`config.mk`:
```
export PLATFORM = sky130hd
export DESIGN_NAME = csv_field_splitter_top_flat
export DESIGN_NICKNAME = d
export VERILOG_FILES = /design/src/hdl/csvfs_pkg.sv /design/src/hdl/csvfs_if.sv /design/src/hdl/csv_field_splitter_top.sv /design/src/flat_wrapper.sv
export SDC_FILE = /design/constraint.sdc
export NUM_CORES = 1
export LEC_CHECK = 0
export BUFFER_PORTS_ARGS = -buffer_cell sky130_fd_sc_hd__buf_2
export CORE_ASPECT_RATIO = 0.6
export CORE_UTILIZATION = 44
export DETAILED_ROUTE_END_ITERATION = 8
export PLACE_DENSITY = 0.67
export SYNTH_ARGS = -nofsm -noshare
export SYNTH_HDL_FRONTEND = slang
export SYNTH_SLANG_ARGS = --single-unit
```
`constraint.sdc`:
```
create_clock -name clock -period 5 [get_ports clock]
set_input_delay 0.25 -clock clock [delete_from_list [all_inputs] [get_ports clock]]
set_output_delay 0.25 -clock clock [all_outputs]
set_load 0.02 [all_outputs]
```
`src/hdl/csvfs_pkg.sv`:
```
package csvfs_pkg;

   // code unit width
   localparam int CODE_W = 16;

   // default depth of the held whitespace memory
   localparam int HELD_DEPTH_DEF = 16;

   // separator after reset
   localparam logic [CODE_W-1:0] SEP_RESET = 16'h002C;

   // special code units
   localparam logic [CODE_W-1:0] BSLASH = 16'h005C;
   localparam logic [CODE_W-1:0] DQUOTE = 16'h0022;
   localparam logic [CODE_W-1:0] SQUOTE = 16'h0027;

   // request actions
   localparam logic ACT_UNIT = 1'b0;
   localparam logic ACT_EOL  = 1'b1;

   // result kinds
   localparam logic KIND_CHAR = 1'b0;
   localparam logic KIND_END  = 1'b1;

   // unicode whitespace set used for trimming
   function automatic logic is_space(input logic [CODE_W-1:0] c);
      logic r;
      r = 1'b0;
      if (c == 16'h0020 || (c >= 16'h0009 && c <= 16'h000D)) r = 1'b1;
      if (c == 16'h0085 || c == 16'h00A0 || c == 16'h1680) r = 1'b1;
      if (c >= 16'h2000 && c <= 16'h200A) r = 1'b1;
      if (c == 16'h2028 || c == 16'h2029 || c == 16'h202F) r = 1'b1;
      if (c == 16'h205F || c == 16'h3000) r = 1'b1;
      return r;
   endfunction

endpackage

```
`src/hdl/csvfs_if.sv`:
```
// input channel: one code unit or end of line per beat
interface csvfs_req_if;
   import csvfs_pkg::*;
   logic              valid;
   logic              ready;
   logic              action;
   logic [CODE_W-1:0] code_unit;
   modport source (output valid, output action, output code_unit, input ready);
   modport sink   (input valid, input action, input code_unit, output ready);
endinterface

// result channel: one field character or field end per beat
interface csvfs_rsp_if;
   import csvfs_pkg::*;
   logic              valid;
   logic              ready;
   logic              kind;
   logic [CODE_W-1:0] char_out;
   logic              row_end;
   logic              space_lost;
   logic              last;
   modport source (output valid, output kind, output char_out, output row_end,
                   output space_lost, output last, input ready);
   modport sink   (input valid, input kind, input char_out, input row_end,
                   input space_lost, input last, output ready);
endinterface

// configuration channel: separator write
interface csvfs_csr_if;
   import csvfs_pkg::*;
   logic              valid;
   logic              ready;
   logic [CODE_W-1:0] separator;
   modport source (output valid, output separator, input ready);
   modport sink   (input valid, input separator, output ready);
endinterface

```
`src/hdl/csv_field_splitter_top.sv`:
```
// csv field splitter
// req_bus takes one beat per code unit (action 0) or end of line (action 1).
// rsp_bus gives the trimmed fields as a stream of character beats and a
// field-end beat at each separator outside quotes and at end of line; last
// marks the final beat caused by one request. csr_bus writes the separator
// and is always ready; write it only while the block is idle.
// Requests are taken one at a time. A request that makes no result (quote,
// held or dropped whitespace, backslash in quotes) leaves the block idle. A
// request that makes results is accepted and then loads its beats in order:
// the held spaces (up to HELD_SPACE_DEPTH), a kept backslash, then the
// character, or a single field-end beat; only then is a new request taken.
// Held whitespace lives in a one-port-read, one-port-write memory with a
// registered read; flushing reads one entry per cycle while rsp_bus is not stalled.
// The result register lets the next request be accepted while the last
// result still waits; a stall on rsp_bus holds the sequencer and request
// acceptance stops until the last beat of the current request is loaded.
// Reset (synchronous) clears quote, escape and field state and restores the
// separator to ','; the held memory needs no clearing.
module csv_field_splitter_top #(
   parameter int HELD_SPACE_DEPTH = csvfs_pkg::HELD_DEPTH_DEF
) (
   input logic         clock,
   input logic         reset,
   csvfs_req_if.sink   req_bus,
   csvfs_rsp_if.source rsp_bus,
   csvfs_csr_if.sink   csr_bus
);
   import csvfs_pkg::*;

   localparam int CNT_W = $clog2(HELD_SPACE_DEPTH + 1);
   localparam int IDX_W = (HELD_SPACE_DEPTH > 1) ? $clog2(HELD_SPACE_DEPTH) : 1;

   // sequencer states
   localparam logic [2:0] ST_IDLE  = 3'd0;
   localparam logic [2:0] ST_FLUSH = 3'd1;
   localparam logic [2:0] ST_BS    = 3'd2;
   localparam logic [2:0] ST_CHAR  = 3'd3;
   localparam logic [2:0] ST_END   = 3'd4;

   logic [2:0]        state_ff, state_in;
   logic [CODE_W-1:0] sep_ff, sep_in;
   logic              quoted_ff, quoted_in;
   logic              single_ff, single_in;
   logic              escape_ff, escape_in;
   logic              started_ff, started_in;
   logic [CNT_W-1:0]  count_ff, count_in;
   logic              overflow_ff, overflow_in;
   logic [CODE_W-1:0] unit_ff, unit_in;
   logic              bs_ff, bs_in;
   logic              char_after_ff, char_after_in;
   logic              hold_after_ff, hold_after_in;
   logic              row_ff, row_in;
   logic [IDX_W-1:0]  rd_ptr_ff, rd_ptr_in;

   logic              rsp_valid_ff, rsp_valid_in;
   logic              rsp_kind_ff, rsp_kind_in;
   logic [CODE_W-1:0] rsp_char_ff, rsp_char_in;
   logic              rsp_row_ff, rsp_row_in;
   logic              rsp_lost_ff, rsp_lost_in;
   logic              rsp_last_ff, rsp_last_in;

   // held whitespace memory
   logic [CODE_W-1:0] held_mem [HELD_SPACE_DEPTH];
   logic [CODE_W-1:0] mem_q_ff;
   logic              wr_en;
   logic [IDX_W-1:0]  wr_addr;
   logic [CODE_W-1:0] wr_data;
   logic              rd_en;
   logic [IDX_W-1:0]  rd_addr;

   logic              req_fire;
   logic              out_free;

   assign req_bus.ready = (state_ff == ST_IDLE);
   assign csr_bus.ready = 1'b1;
   assign req_fire      = req_bus.valid && req_bus.ready;
   assign out_free      = !rsp_valid_ff || rsp_bus.ready;

   assign rsp_bus.valid      = rsp_valid_ff;
   assign rsp_bus.kind       = rsp_kind_ff;
   assign rsp_bus.char_out   = rsp_char_ff;
   assign rsp_bus.row_end    = rsp_row_ff;
   assign rsp_bus.space_lost = rsp_lost_ff;
   assign rsp_bus.last       = rsp_last_ff;

   // decode and result sequencing
   always_comb begin
      logic              do_bs;
      logic              do_c;
      logic              do_end;
      logic              eol_row;
      logic              ws;
      logic [CODE_W-1:0] c;
      logic [CODE_W-1:0] q;
      logic [CNT_W-1:0]  next_ptr;

      state_in      = state_ff;
      sep_in        = sep_ff;
      quoted_in     = quoted_ff;
      single_in     = single_ff;
      escape_in     = escape_ff;
      started_in    = started_ff;
      count_in      = count_ff;
      overflow_in   = overflow_ff;
      unit_in       = unit_ff;
      bs_in         = bs_ff;
      char_after_in = char_after_ff;
      hold_after_in = hold_after_ff;
      row_in        = row_ff;
      rd_ptr_in     = rd_ptr_ff;

      rsp_valid_in  = rsp_valid_ff && !rsp_bus.ready;
      rsp_kind_in   = rsp_kind_ff;
      rsp_char_in   = rsp_char_ff;
      rsp_row_in    = rsp_row_ff;
      rsp_lost_in   = rsp_lost_ff;
      rsp_last_in   = rsp_last_ff;

      wr_en    = 1'b0;
      wr_addr  = count_ff[IDX_W-1:0];
      wr_data  = req_bus.code_unit;
      rd_en    = 1'b0;
      rd_addr  = '0;

      do_bs    = 1'b0;
      do_c     = 1'b0;
      do_end   = 1'b0;
      eol_row  = 1'b0;
      c        = req_bus.code_unit;
      q        = single_ff ? SQUOTE : DQUOTE;
      ws       = is_space(req_bus.code_unit);
      next_ptr = CNT_W'(rd_ptr_ff) + CNT_W'(1);

      // separator write
      if (csr_bus.valid) begin
         sep_in = csr_bus.separator;
      end

      case (state_ff)
         ST_IDLE: begin
            if (req_fire) begin
               // classify the beat against quote and escape state
               if (req_bus.action == ACT_EOL) begin
                  do_end    = 1'b1;
                  eol_row   = 1'b1;
                  quoted_in = 1'b0;
                  single_in = 1'b0;
                  escape_in = 1'b0;
               end else if (quoted_ff) begin
                  if (escape_ff) begin
                     do_bs     = (c != q) && (c != BSLASH);
                     do_c      = 1'b1;
                     escape_in = 1'b0;
                  end else if (c == BSLASH) begin
                     escape_in = 1'b1;
                  end else if (c == q) begin
                     quoted_in = 1'b0;
                     single_in = 1'b0;
                  end else begin
                     do_c = 1'b1;
                  end
               end else if (c == sep_ff) begin
                  do_end = 1'b1;
               end else if (c == DQUOTE || c == SQUOTE) begin
                  quoted_in = 1'b1;
                  single_in = (c == SQUOTE);
               end else begin
                  do_c = 1'b1;
               end

               // plan the result beats
               if (do_bs) begin
                  unit_in       = c;
                  bs_in         = 1'b1;
                  char_after_in = !ws;
                  hold_after_in = ws;
                  if (count_ff != '0) begin
                     rd_en     = 1'b1;
                     rd_ptr_in = '0;
                     state_in  = ST_FLUSH;
                  end else begin
                     state_in = ST_BS;
                  end
               end else if (do_c && ws) begin
                  // hold inner whitespace, drop leading whitespace
                  if (started_ff) begin
                     if (count_ff < CNT_W'(HELD_SPACE_DEPTH)) begin
                        wr_en    = 1'b1;
                        count_in = count_ff + CNT_W'(1);
                     end else begin
                        overflow_in = 1'b1;
                     end
                  end
               end else if (do_c) begin
                  unit_in       = c;
                  bs_in         = 1'b0;
                  char_after_in = 1'b1;
                  hold_after_in = 1'b0;
                  if (count_ff != '0) begin
                     rd_en     = 1'b1;
                     rd_ptr_in = '0;
                     state_in  = ST_FLUSH;
                  end else begin
                     state_in = ST_CHAR;
                  end
               end else if (do_end) begin
                  row_in   = eol_row;
                  state_in = ST_END;
               end
            end
         end

         ST_FLUSH: begin
            // one held unit per beat, next entry fetched alongside
            if (out_free) begin
               rsp_valid_in = 1'b1;
               rsp_kind_in  = KIND_CHAR;
               rsp_char_in  = mem_q_ff;
               rsp_row_in   = 1'b0;
               rsp_lost_in  = 1'b0;
               rsp_last_in  = 1'b0;
               if (next_ptr < count_ff) begin
                  rd_en     = 1'b1;
                  rd_addr   = next_ptr[IDX_W-1:0];
                  rd_ptr_in = next_ptr[IDX_W-1:0];
               end else begin
                  state_in = bs_ff ? ST_BS : ST_CHAR;
               end
            end
         end

         ST_BS: begin
            // kept backslash, then the unit after it is sent or, if whitespace, held
            if (out_free) begin
               rsp_valid_in = 1'b1;
               rsp_kind_in  = KIND_CHAR;
               rsp_char_in  = BSLASH;
               rsp_row_in   = 1'b0;
               rsp_lost_in  = 1'b0;
               rsp_last_in  = !char_after_ff;
               started_in   = 1'b1;
               count_in     = '0;
               if (hold_after_ff) begin
                  wr_en    = 1'b1;
                  wr_addr  = '0;
                  wr_data  = unit_ff;
                  count_in = CNT_W'(1);
               end
               state_in = char_after_ff ? ST_CHAR : ST_IDLE;
            end
         end

         ST_CHAR: begin
            if (out_free) begin
               rsp_valid_in = 1'b1;
               rsp_kind_in  = KIND_CHAR;
               rsp_char_in  = unit_ff;
               rsp_row_in   = 1'b0;
               rsp_lost_in  = 1'b0;
               rsp_last_in  = 1'b1;
               started_in   = 1'b1;
               count_in     = '0;
               state_in     = ST_IDLE;
            end
         end

         ST_END: begin
            // field end clears the per-field state
            if (out_free) begin
               rsp_valid_in = 1'b1;
               rsp_kind_in  = KIND_END;
               rsp_char_in  = '0;
               rsp_row_in   = row_ff;
               rsp_lost_in  = overflow_ff;
               rsp_last_in  = 1'b1;
               started_in   = 1'b0;
               count_in     = '0;
               overflow_in  = 1'b0;
               state_in     = ST_IDLE;
            end
         end

         default: begin
            state_in = ST_IDLE;
         end
      endcase
   end

   // control registers
   always_ff @(posedge clock) begin
      if (reset) begin
         state_ff     <= ST_IDLE;
         sep_ff       <= SEP_RESET;
         quoted_ff    <= 1'b0;
         single_ff    <= 1'b0;
         escape_ff    <= 1'b0;
         started_ff   <= 1'b0;
         count_ff     <= '0;
         overflow_ff  <= 1'b0;
         rsp_valid_ff <= 1'b0;
      end else begin
         state_ff     <= state_in;
         sep_ff       <= sep_in;
         quoted_ff    <= quoted_in;
         single_ff    <= single_in;
         escape_ff    <= escape_in;
         started_ff   <= started_in;
         count_ff     <= count_in;
         overflow_ff  <= overflow_in;
         rsp_valid_ff <= rsp_valid_in;
      end
   end

   // payload registers
   always_ff @(posedge clock) begin
      unit_ff       <= unit_in;
      bs_ff         <= bs_in;
      char_after_ff <= char_after_in;
      hold_after_ff <= hold_after_in;
      row_ff        <= row_in;
      rd_ptr_ff     <= rd_ptr_in;
      rsp_kind_ff   <= rsp_kind_in;
      rsp_char_ff   <= rsp_char_in;
      rsp_row_ff    <= rsp_row_in;
      rsp_lost_ff   <= rsp_lost_in;
      rsp_last_ff   <= rsp_last_in;
   end

   // held memory: writes and flush reads never share a cycle
   always_ff @(posedge clock) begin
      if (wr_en) begin
         held_mem[wr_addr] <= wr_data;
      end
      if (rd_en) begin
         mem_q_ff <= held_mem[rd_addr];
      end
   end

endmodule

```
`src/flat_wrapper.sv`:
```
// flat-port wrapper written by rule: the top's interface ports become plain ports
module csv_field_splitter_top_flat import csvfs_pkg::*;
#(
   parameter int HELD_SPACE_DEPTH = csvfs_pkg::HELD_DEPTH_DEF
)
  (clock, reset, req_bus_valid, req_bus_action, req_bus_code_unit, req_bus_ready, rsp_bus_valid, rsp_bus_kind, rsp_bus_char_out, rsp_bus_row_end, rsp_bus_space_lost, rsp_bus_last, rsp_bus_ready, csr_bus_valid, csr_bus_separator, csr_bus_ready);
  csvfs_req_if req_bus_i ();
  csvfs_rsp_if rsp_bus_i ();
  csvfs_csr_if csr_bus_i ();
  input logic clock;
  input logic reset;
  input wire logic [$bits(req_bus_i.valid)-1:0] req_bus_valid;
  input wire logic [$bits(req_bus_i.action)-1:0] req_bus_action;
  input wire logic [$bits(req_bus_i.code_unit)-1:0] req_bus_code_unit;
  output wire logic [$bits(req_bus_i.ready)-1:0] req_bus_ready;
  output wire logic [$bits(rsp_bus_i.valid)-1:0] rsp_bus_valid;
  output wire logic [$bits(rsp_bus_i.kind)-1:0] rsp_bus_kind;
  output wire logic [$bits(rsp_bus_i.char_out)-1:0] rsp_bus_char_out;
  output wire logic [$bits(rsp_bus_i.row_end)-1:0] rsp_bus_row_end;
  output wire logic [$bits(rsp_bus_i.space_lost)-1:0] rsp_bus_space_lost;
  output wire logic [$bits(rsp_bus_i.last)-1:0] rsp_bus_last;
  input wire logic [$bits(rsp_bus_i.ready)-1:0] rsp_bus_ready;
  input wire logic [$bits(csr_bus_i.valid)-1:0] csr_bus_valid;
  input wire logic [$bits(csr_bus_i.separator)-1:0] csr_bus_separator;
  output wire logic [$bits(csr_bus_i.ready)-1:0] csr_bus_ready;
  assign req_bus_i.valid = req_bus_valid;
  assign req_bus_i.action = req_bus_action;
  assign req_bus_i.code_unit = req_bus_code_unit;
  assign req_bus_ready = req_bus_i.ready;
  assign rsp_bus_valid = rsp_bus_i.valid;
  assign rsp_bus_kind = rsp_bus_i.kind;
  assign rsp_bus_char_out = rsp_bus_i.char_out;
  assign rsp_bus_row_end = rsp_bus_i.row_end;
  assign rsp_bus_space_lost = rsp_bus_i.space_lost;
  assign rsp_bus_last = rsp_bus_i.last;
  assign rsp_bus_i.ready = rsp_bus_ready;
  assign csr_bus_i.valid = csr_bus_valid;
  assign csr_bus_i.separator = csr_bus_separator;
  assign csr_bus_ready = csr_bus_i.ready;
  csv_field_splitter_top #(.HELD_SPACE_DEPTH(HELD_SPACE_DEPTH)) u_core (.clock(clock), .reset(reset), .req_bus(req_bus_i), .rsp_bus(rsp_bus_i), .csr_bus(csr_bus_i));
endmodule
```
==> flow_summary.toml <==
[outcome]
outcome = "finished, final reports clean"

[run]
maxCapViolCount = 0

[floorplanning]
placement_rows = 50
floorplan.die.width_um = 235
dieArea_um2 = 33300
core_area_um2 = 31600
io_pins = 61
initial_utilization_pct = 45.3
floorplan.die.height_um = 142

[pwr]
seqPwrFrac_pct = 48.6
sw_frac_of_total_pct = 29.6
design_power_total_mw = 7.38
p_per_area_nw_per_um2 = 451
leakage_nw = 5.53
internal-power_mw = 5.19
total_switching_power_mw = 2.19
power.clock.fraction_pct = 31.0
worst_ir_drop_vdd_mv = 0.333
portion_of_total_power_attributed_to_combinational_logic_pct = 20.4

[grt]
first_global_vias = 8312
grtUsageTotal_pct = 21.6
pin_count_of_the_biggest_net_entering_global_routing = 60
grt_first_pass_wirelength_mm = 53.8
overflow = 0
initial_antenna_violation_count = 0

[synth]
ys_top_cells_by_area = "sky130_fd_sc_hd__edfxtp_1 66%, sky130_fd_sc_hd__mux2i_1 4.3%, sky130_fd_sc_hd__dfxtp_1 4.2%"
yosysTopAreaCell = "sky130_fd_sc_hd__edfxtp_1"
most_used_dff_post_synth = "sky130_fd_sc_hd__edfxtp_1"
yosys_register_bits = 346
synth.avg_cell_area_um2 = 14.7
synth_common_cells = "316 x sky130_fd_sc_hd__edfxtp_1, 61 x sky130_fd_sc_hd__mux2i_1, 53 x sky130_fd_sc_hd__a21oi_1, 53 x sky130_fd_sc_hd__nor2_1, 45 x sky130_fd_sc_hd__o21ai_0"
post_synth_instance_area_um2 = 14300
post-synth-top-area-fraction_pct = 66.3
synth_seq_area_share_pct = 70.5
synth-warning-count = 0
synth-edff-count = 316
synthesis.nets = 1020
synthCells = 975
synth.most_common_cell = "sky130_fd_sc_hd__edfxtp_1"
synth_cell_types = 64
synth_async_sr_flop_share_pct = 0

[finish]
design.final.nets = 1108
area_growth_syn_to_layout_pct = 14.5
fraction_of_final_layout_cells_sized_beyond_drive_strength_1_pct = 16.3
insertedDiodeCount = 0

[timing]
layout_worst_path_cycle_share_pct = 83.4
fmaxAchievable_mhz = 240
finalCriticalPeriod_ns = 4.17
finalClockSkew_ns = 0.0117
maxSlewHeadroom_pct = 18.3
unrepaired_setup_endpoints_after_global_routing = "no"
setup_viol = 0
final_hold_viol_count = 0
tightestPinTransition_ns = 1.23
timing.final.max_slew_violations = 0
sum_of_negative_setup_slack_ns = 0

[clocking]
clk_root_buffer_cell = "sky130_fd_sc_hd__clkbuf_16"
cts-htree-levels = 1
tritoncts = "yes"
post_cts_buffers = 0
cts_buffer_depth = 3
clk-insertion-delay-late_ns = 0.57
number_of_cells_upsized_or_downsized_after_cts = 0
cts.sink_count = 346
cts_inserted_buffers = 30
path_clk_slew_ns = 0.07

[detailed_routing]
drt-pass1-iter-count = 5
routed-via-count = 8913
drtIter0Drc = 1076
wl_cell_um = 23.9
drcViolationCount = 0
vias_per_cell = 5.93
route.final.wire_length_mm = 35.9
antenna_left = 0

[worst_setup_path]
cpMaxStageDelayCell = "sky130_fd_sc_hd__or3_1"
cp_data_required_time_ns = 5.31
max_incr_delay_on_cp_ns = 0.82
path_cells = "buf_4, nand3_1, xor2_1, inv_1, ha_1, a211o_4, a31oi_4, nand2_2, or3_1, o221ai_1, o2111a_1, o31ai_1"
crit_arrival_ns = 4.48
timing_worst_setup_path_type = "flip-flop to flip-flop"
cp-start-kind = "flip-flop"
critical_path.endpoint_type = "flip-flop"
cp_max_fo = 43

[worst_hold_path]
timing.hold.worst.class = "primary input to flip-flop"

[placed_design]
place.port_buffers = 59
dp.final_hpwl_mm = 23.3
gp_congestion = 0.879
## kinds of logic after synthesis
family / after synthesis / share of synthesized area (%)
muxes: 80 / 5.76
other: 1 / 0.0262
and+or+nand+nor: 208 / 8.03
buffers and inverters: 73 / 2.20
DFF: 346 / 70.5
xor gates and xnor gates: 19 / 1.16
adders and majority gates: 7 / 0.612
AOI/OAI and AO/OA: 241 / 11.7
## per-layer routing
layer  track usage (%)  vias up  part of all wire (%)
met4              4.47        0                   1.9
met5                 0        -                     0
met3              5.06       61                   8.8
met1              34.1     4425                    48
li1                  -     4018                     -
met2              30.1      409                    41
## placed cells by master, fill, tap and decap left out, types with 3 or more instances in the layout
| cell type | netlist | layout |
|---|---|---|
| sky130_fd_sc_hd__xor2_1 | 18 | 18 |
| sky130_fd_sc_hd__mux2_2 | 19 | 19 |
| sky130_fd_sc_hd__nor4_1 | 8 | 8 |
| sky130_fd_sc_hd__or3_1 | 3 | 3 |
| sky130_fd_sc_hd__nor3_2 | 0 | 5 |
| sky130_fd_sc_hd__buf_2 | 12 | 59 |
| sky130_fd_sc_hd__a211o_1 | 19 | 19 |
| sky130_fd_sc_hd__o21ai_0 | 45 | 45 |
| sky130_fd_sc_hd__ha_1 | 7 | 6 |
| sky130_fd_sc_hd__a21oi_1 | 53 | 51 |
| sky130_fd_sc_hd__dfxtp_1 | 30 | 30 |
| sky130_fd_sc_hd__nand3b_1 | 5 | 5 |
| sky130_fd_sc_hd__buf_4 | 1 | 27 |
| sky130_fd_sc_hd__a211oi_1 | 19 | 19 |
| sky130_fd_sc_hd__clkbuf_16 | 0 | 30 |
| sky130_fd_sc_hd__o22ai_1 | 36 | 36 |
| sky130_fd_sc_hd__and3_1 | 6 | 6 |
| sky130_fd_sc_hd__nor3_1 | 14 | 9 |
| sky130_fd_sc_hd__o221ai_1 | 32 | 32 |
| sky130_fd_sc_hd__nand3_2 | 4 | 4 |
| sky130_fd_sc_hd__nor2_2 | 0 | 5 |
| sky130_fd_sc_hd__clkinv_1 | 0 | 8 |
| sky130_fd_sc_hd__nor2b_1 | 41 | 38 |
| sky130_fd_sc_hd__clkbuf_1 | 35 | 6 |
| sky130_fd_sc_hd__nor2b_2 | 0 | 3 |
| sky130_fd_sc_hd__nand4_1 | 22 | 22 |
| sky130_fd_sc_hd__nand3_1 | 5 | 5 |
| sky130_fd_sc_hd__a21o_1 | 3 | 3 |
| sky130_fd_sc_hd__bufinv_16 | 0 | 3 |
| sky130_fd_sc_hd__a22o_1 | 13 | 13 |
| sky130_fd_sc_hd__edfxtp_1 | 316 | 316 |
| sky130_fd_sc_hd__dlygate4sd3_1 | 0 | 28 |
| sky130_fd_sc_hd__inv_1 | 15 | 15 |
| sky130_fd_sc_hd__nand2_1 | 24 | 24 |
| sky130_fd_sc_hd__nand2b_1 | 6 | 6 |
| sky130_fd_sc_hd__mux2i_1 | 61 | 61 |
| sky130_fd_sc_hd__clkinv_2 | 0 | 5 |
| sky130_fd_sc_hd__nor2_1 | 53 | 48 |
## path summary, 6_finish.rpt
check | from | endpoint | slack [ns] | cells past startpoint
worst max-delay path | u_core.rd_ptr_ff[0] | u_core.mem_q_ff[14] | 0.83 | 12
worst min-delay path | req_bus_code_unit[7] | u_core.unit_ff[7] | 0.04 | 1
worst max register to register | u_core.rd_ptr_ff[0] | u_core.mem_q_ff[14] | 0.83 | 12
worst min register to register | u_core.escape_ff | u_core.escape_ff | 0.50 | 2
## sequential cells by signal (all words and copies together) (netlist names), 3 cells and up
signal / count
u_core.held_mem: 256
u_core.mem_q_ff: 16
u_core.rsp_bus.char_out: 16
u_core.sep_ff: 16
u_core.unit_ff: 16
u_core.count_ff: 5
u_core.rd_ptr_ff: 4
u_core.state_ff: 3
## power by group through the flow
stage,combinational [mW],clock (mW),sequential (mW)
5_1_grt,1.62,2.43,3.60
3_5_place_dp,1.47,0,3.65
4_1_cts,1.49,2.32,3.58
2_1_floorplan,0.874,0,3.72
3_3_place_gp,1.45,0,3.65
6_report,1.50,2.29,3.59
## what timing repair did
action,CTS,global route
endpoints found under the setup margin,0,0
hold endpoints to repair,28,0
hold buffers,28,0
## area by class of cell
class                      count  area, um^2
clock buffer                  36         773
clock inverter                19         176
fill                        2591       15200
inverter                      15        56.3
multi-input combinational    556        3990
sequential                   346       10100
tap                          416         520
timing repair buffer         114         778
## worst max-delay path, delay by kind of cell (launching register included)
kind | cells | cell delay (ns)
compound gates | 5 | 1.18
xor+xnor | 1 | 0.33
fa+ha+maj | 1 | 0.23
buf+inv | 2 | 0.69
flops | 1 | 0.40
simple gates | 3 | 1.08
## metrics by stage
stage	worst slack (ns)	instances	hold WS [ns]	instance area [um^2]	util (%)
after floorplan	0.979	975	0.349	14300	-
after global placement	0.943	1419	0.456	15200	48.0
after detailed placement	0.862	1419	0.462	15200	48.0
after CTS	0.837	1502	0.0165	16400	51.9
after global routing	0.559	1502	0.0150	16400	51.9
final	0.828	1502	0.0393	16400	51.9
Note: power is estimated with default switching activity, not from simulation.
